<file path="src/rtl/core/hnf_pkg.sv">
package hnf_pkg;

	localparam int unsigned FLASH_BYTES_DEF  = 65536;
	localparam int unsigned SECTOR_BYTES_DEF = 16384;
	localparam int unsigned HDR_BYTES        = 6;

	localparam logic [30:0] ADDR_UNLOCK1 = 31'h555;
	localparam logic [30:0] ADDR_UNLOCK2 = 31'h2AA;

	localparam logic [15:0] CMD_UNLOCK1     = 16'h00AA;
	localparam logic [15:0] CMD_UNLOCK2     = 16'h0055;
	localparam logic [15:0] CMD_PROGRAM     = 16'h00A0;
	localparam logic [15:0] CMD_ERASE_SETUP = 16'h0080;
	localparam logic [15:0] CMD_RESET       = 16'h0038;
	localparam logic [15:0] CMD_CHIP_ERASE  = 16'h0010;
	localparam logic [15:0] CMD_SECT_ERASE  = 16'h0030;
	localparam logic [15:0] CMD_STATUS      = 16'h0070;
	localparam logic [15:0] STATUS_WORD     = 16'h0080;
	localparam logic [7:0]  ERASED_BYTE     = 8'hFF;

	typedef struct packed {
		logic       op;
		logic       cs_level;
		logic [7:0] bus_byte;
	} in_item_t;

	typedef struct packed {
		logic       read_valid;
		logic [7:0] read_byte;
		logic       program_fail;
		logic       out_of_range;
	} out_item_t;

	// controller states
	typedef enum logic [3:0] {
		CTL_CLEAR = 4'b0001,
		CTL_IDLE  = 4'b0010,
		CTL_EXEC  = 4'b0100,
		CTL_ERASE = 4'b1000
	} ctl_state_t;

	// flash command sequencer states
	typedef enum logic [8:0] {
		CS_CMD0       = 9'b000000001,
		CS_CMD1       = 9'b000000010,
		CS_CMD2       = 9'b000000100,
		CS_CMD3       = 9'b000001000,
		CS_CMD4       = 9'b000010000,
		CS_CMD5       = 9'b000100000,
		CS_PROG_START = 9'b001000000,
		CS_PROG       = 9'b010000000,
		CS_STATUS     = 9'b100000000
	} cmd_state_t;

	typedef struct packed {
		logic capture;
		logic exec;
		logic sweep;
	} ctl_cmd_t;

	typedef struct packed {
		logic out_free;
		logic erase_req;
		logic sweep_done;
	} dp_status_t;

endpackage

</file>
<file path="src/rtl/core/hnf_ctrl.sv">
module hnf_ctrl (
	input  logic                clk,
	input  logic                arst_n,
	input  logic                in_valid,
	output logic                in_ready,
	input  hnf_pkg::dp_status_t status,
	output hnf_pkg::ctl_cmd_t   cmd
);

	hnf_pkg::ctl_state_t state_q, state_d;

	always_comb begin
		state_d     = state_q;
		cmd         = '0;
		in_ready    = 1'b0;
		case (state_q)
			hnf_pkg::CTL_CLEAR: begin
				cmd.sweep = 1'b1;
				if (status.sweep_done) begin
					state_d = hnf_pkg::CTL_IDLE;
				end
			end
			hnf_pkg::CTL_IDLE: begin
				in_ready    = 1'b1;
				cmd.capture = in_valid;
				if (in_valid) begin
					state_d = hnf_pkg::CTL_EXEC;
				end
			end
			hnf_pkg::CTL_EXEC: begin
				// hold until the output slot can take the result
				if (status.out_free) begin
					cmd.exec = 1'b1;
					state_d  = status.erase_req ? hnf_pkg::CTL_ERASE : hnf_pkg::CTL_IDLE;
				end
			end
			hnf_pkg::CTL_ERASE: begin
				cmd.sweep = 1'b1;
				if (status.sweep_done) begin
					state_d = hnf_pkg::CTL_IDLE;
				end
			end
			default: begin
				state_d = hnf_pkg::CTL_IDLE;
			end
		endcase
	end

	always_ff @(posedge clk or negedge arst_n) begin
		if (!arst_n) begin
			state_q <= hnf_pkg::CTL_CLEAR;
		end else begin
			state_q <= state_d;
		end
	end

endmodule

</file>
<file path="config.mk">
export PLATFORM = sky130hd
export DESIGN_NAME = hnf_ctrl
export DESIGN_NICKNAME = d
export VERILOG_FILES = /design/src/rtl/core/hnf_pkg.sv /design/src/rtl/core/hnf_ctrl.sv
export SDC_FILE = /design/constraint.sdc
export NUM_CORES = 1
export LEC_CHECK = 0
export BUFFER_PORTS_ARGS = -buffer_cell sky130_fd_sc_hd__buf_2
export CAP_MARGIN = 10
export CORE_AREA = 2 2 39 41
export DETAILED_ROUTE_END_ITERATION = 10
export DIE_AREA = 0 0 41 43
export PLACE_DENSITY = 0.35
export SLEW_MARGIN = 20
export SYNTH_ARGS = -nofsm -noshare
export SYNTH_HDL_FRONTEND = slang
export SYNTH_SLANG_ARGS = --single-unit
</file>
<file path="constraint.sdc">
create_clock -name clk -period 1.72 [get_ports clk]
set_input_delay 0.086 -clock clk [delete_from_list [all_inputs] [get_ports clk]]
set_output_delay 0.086 -clock clk [all_outputs]
set_load 0.02 [all_outputs]
</file>
==> impl_metrics.yaml <==
placed_design:
  gp_routability_congestion: 0.6961
  hpwlAfterDp_um: 401.6
  place_area_um2: 312.8
  portBuffers: 9
critical_path:
  cp.buffers_inverters: 1
  kind_of_critical_path: "reg -> out"
  worst-endpoint-arrival_ns: 1.49
  critical_path.max_stage_delay_ns: 0.50
  critical-path-slowest-cell: "nor4b_1"
  crit_fanout: 5
  endpoint_kind: "primary output"
  path_cells: "nor4b_1 -> and2_1 -> buf_2"
  worstPathRequired_ns: 1.63
  cpLargestDelayFamily: "simple AND/OR/NAND/NOR gates"
  worstSetupStartpointType: "register"
timing:
  hold_viol_final: 0
  worst_slew_pin_slew_ns: 0.4941
  timing.clock.skew_ns: 0.007084
  max-slew-margin-rel_pct: 66.60
  period_share_pct: 91.49
  max_clk_rate_ghz: 0.6355
  grt_setup_unrepaired: "no"
  setup_violations: 0
  setup_tns_ns: 0
  period_needed_ns: 1.574
  report.final.slew_viol_count: 0
drt:
  drt_wl_total_um: 463
  drt-wirelength-per-cell_um: 8.574
  detail_route.iter0.violations: 2
  drt-pass1-iter-count: 2
  drc: 0
  ant_nets: 0
  vias: 218
  vias_per_cell: 4.037
clocking:
  cts-root-to-sink-buffers: 2
  clock_sink_count: 4
  clkSlewWorstSetupHoldPaths_ns: 0.04
  tritoncts: "done"
  root_buffer: "clkbuf_4"
  cts_htree_levels: 1
  cts-buffers-inserted: 3
  post_cts.resized_instances: 0
  clock_latency_ns: 0.23
grt:
  grt_start_max_net_pins: 6
  track_usage_pct: 7.258
  antenna_violations_before_repair: 0
  overflow: 0
  grt_pass1_vias: 209
  grt_first_pass_wirelength_um: 800
die:
  number_of_top_level_pins: 10
  die_h_um: 43
  placeableCoreArea_mm2: 0.001384
  floorplan.die_area_mm2: 0.001763
  die_width_um: 41
  rows: 14
  floorplan.initialDensity_pct: 17.45
power_and_ir_drop:
  pwr_density_cell_mw_per_mm2: 1520
  power.total_uw: 530.8
  static_leakage_uw: 0.0001683
  peakVddDrop_uv: 421.9
layout:
  final_common_cell: "buf_2"
  filler_cell_count: 149
  final_design_area_no_fill_um2: 349.1
  flow.area_growth_from_synthesis_pct: 44.56
  largest_reg_flops: 4
  regMostFlops: "state_q"
  post_route_cells_drive_above_1_share_pct: 42.11
  insertedDiodeCount: 0
  final_util_pct: 25.23
  final_cell_mix: "buf_2, inv_1, clkbuf_4, dfrtp_1"
  num-nets-final: 45
  reg.largest.list: "state_q (4)"
yosys:
  ys_seq_area_share_pct: 41.97
  yosysUniqueCellTypes: 16
  netlist_instances: 24
  syn_area_um2: 241.5
  synth_nets: 30
  fraction_of_post_synthesis_cell_area_in_the_top_cell_type_by_area_pct: 31.09
  synth_top_cells_by_area: "dfrtp_1, dfstp_2, nor4b_1"
  post-synth-top-area-cell: "dfrtp_1"
  yosys_warnings: 0
  avgSynthCellArea_um2: 10.06
  postSynthRegisterBits: 4
worst_hold_path:
  min_path_type: "in -> reg"
outcome:
  status: "complete, no violations"
run:
  maxCapViolCount: 0
==> cells by family after synthesis <==
kind of cell           count (synthesis)  synth area share [%]
multiplexers                           1                 4.145
flip-flops                             4                 41.97
AND/OR/NAND/NOR                       11                 31.60
buffers and inverters                  3                 4.663
XOR/XNOR                               1                 3.628
AO/OA/AOI/OAI                          4                 13.99
==> timing repair <==
action / in CTS / in global routing
endpoints found under the hold margin: 4 / 0
hold buffers: 1 / 0
setup endpoints to repair: 0 / 0
setup buffers: 0 / 0
==> report_power, final <==
group	switching [uW]	internal (uW)	total [uW]
Sequential	40.4	125	166
Clock	37.9	87.0	125
Combinational	125	115	240
==> cell type report <==
cell class	instances	area, um^2	share of cell area [%]
tap	16	20.02	5.735
multi-input combinational	17	135.1	38.71
clock buffer	4	26.28	7.527
inverter	3	11.26	3.226
timing repair buffer	10	55.05	15.77
sequential	4	101.3	29.03
==> stage by stage <==
step	hold WS [ns]	instances	setup WS, ns
detailed placement	-0.1076	49	0.2383
finish	0.008996	54	0.1464
global route	0.01576	54	0.03025
CTS	0.004115	54	0.1303
global placement	-0.1072	49	0.2693
floorplan	-0.2096	24	0.2156
==> Yosys cell counts <==
master,instances
o21ai_0,1
or3_4,1
nor2_1,1
a21o_1,1
xnor2_1,1
nand2b_1,2
a21oi_1,1
nor4b_1,2
and2_1,2
o32ai_2,1
inv_1,3
nand2_1,1
dfrtp_1,3
dfstp_2,1
nor3b_1,2
mux2i_1,1
==> worst paths after layout <==
kind / start / cells after the start / slack, ns / endpoint
setup reg to reg: state_q[0] / 4 / 0.24 / state_q[3]
min in group asynchronous: arst_n / 2 / 0.18 / state_q[1]
max in group asynchronous: arst_n / 2 / 1.33 / state_q[0]
hold reg to reg: state_q[0] / 1 / 0.53 / state_q[0]
hold / removal: status[0] / 2 / 0.009 / state_q[0]
setup / recovery: state_q[1] / 3 / 0.15 / cmd[1]
==> routing by layer <==
layer / routed length, um / track usage, % / up-vias
met1: 211 / 8.143 / 101
met3: 16 / 3.141 / 0
li1: - / - / 114
met2: 236 / 9.063 / 3
met5: 0 / 0 / -
met4: 0 / 8.000 / 0
(Power assumes the default switching activity.)
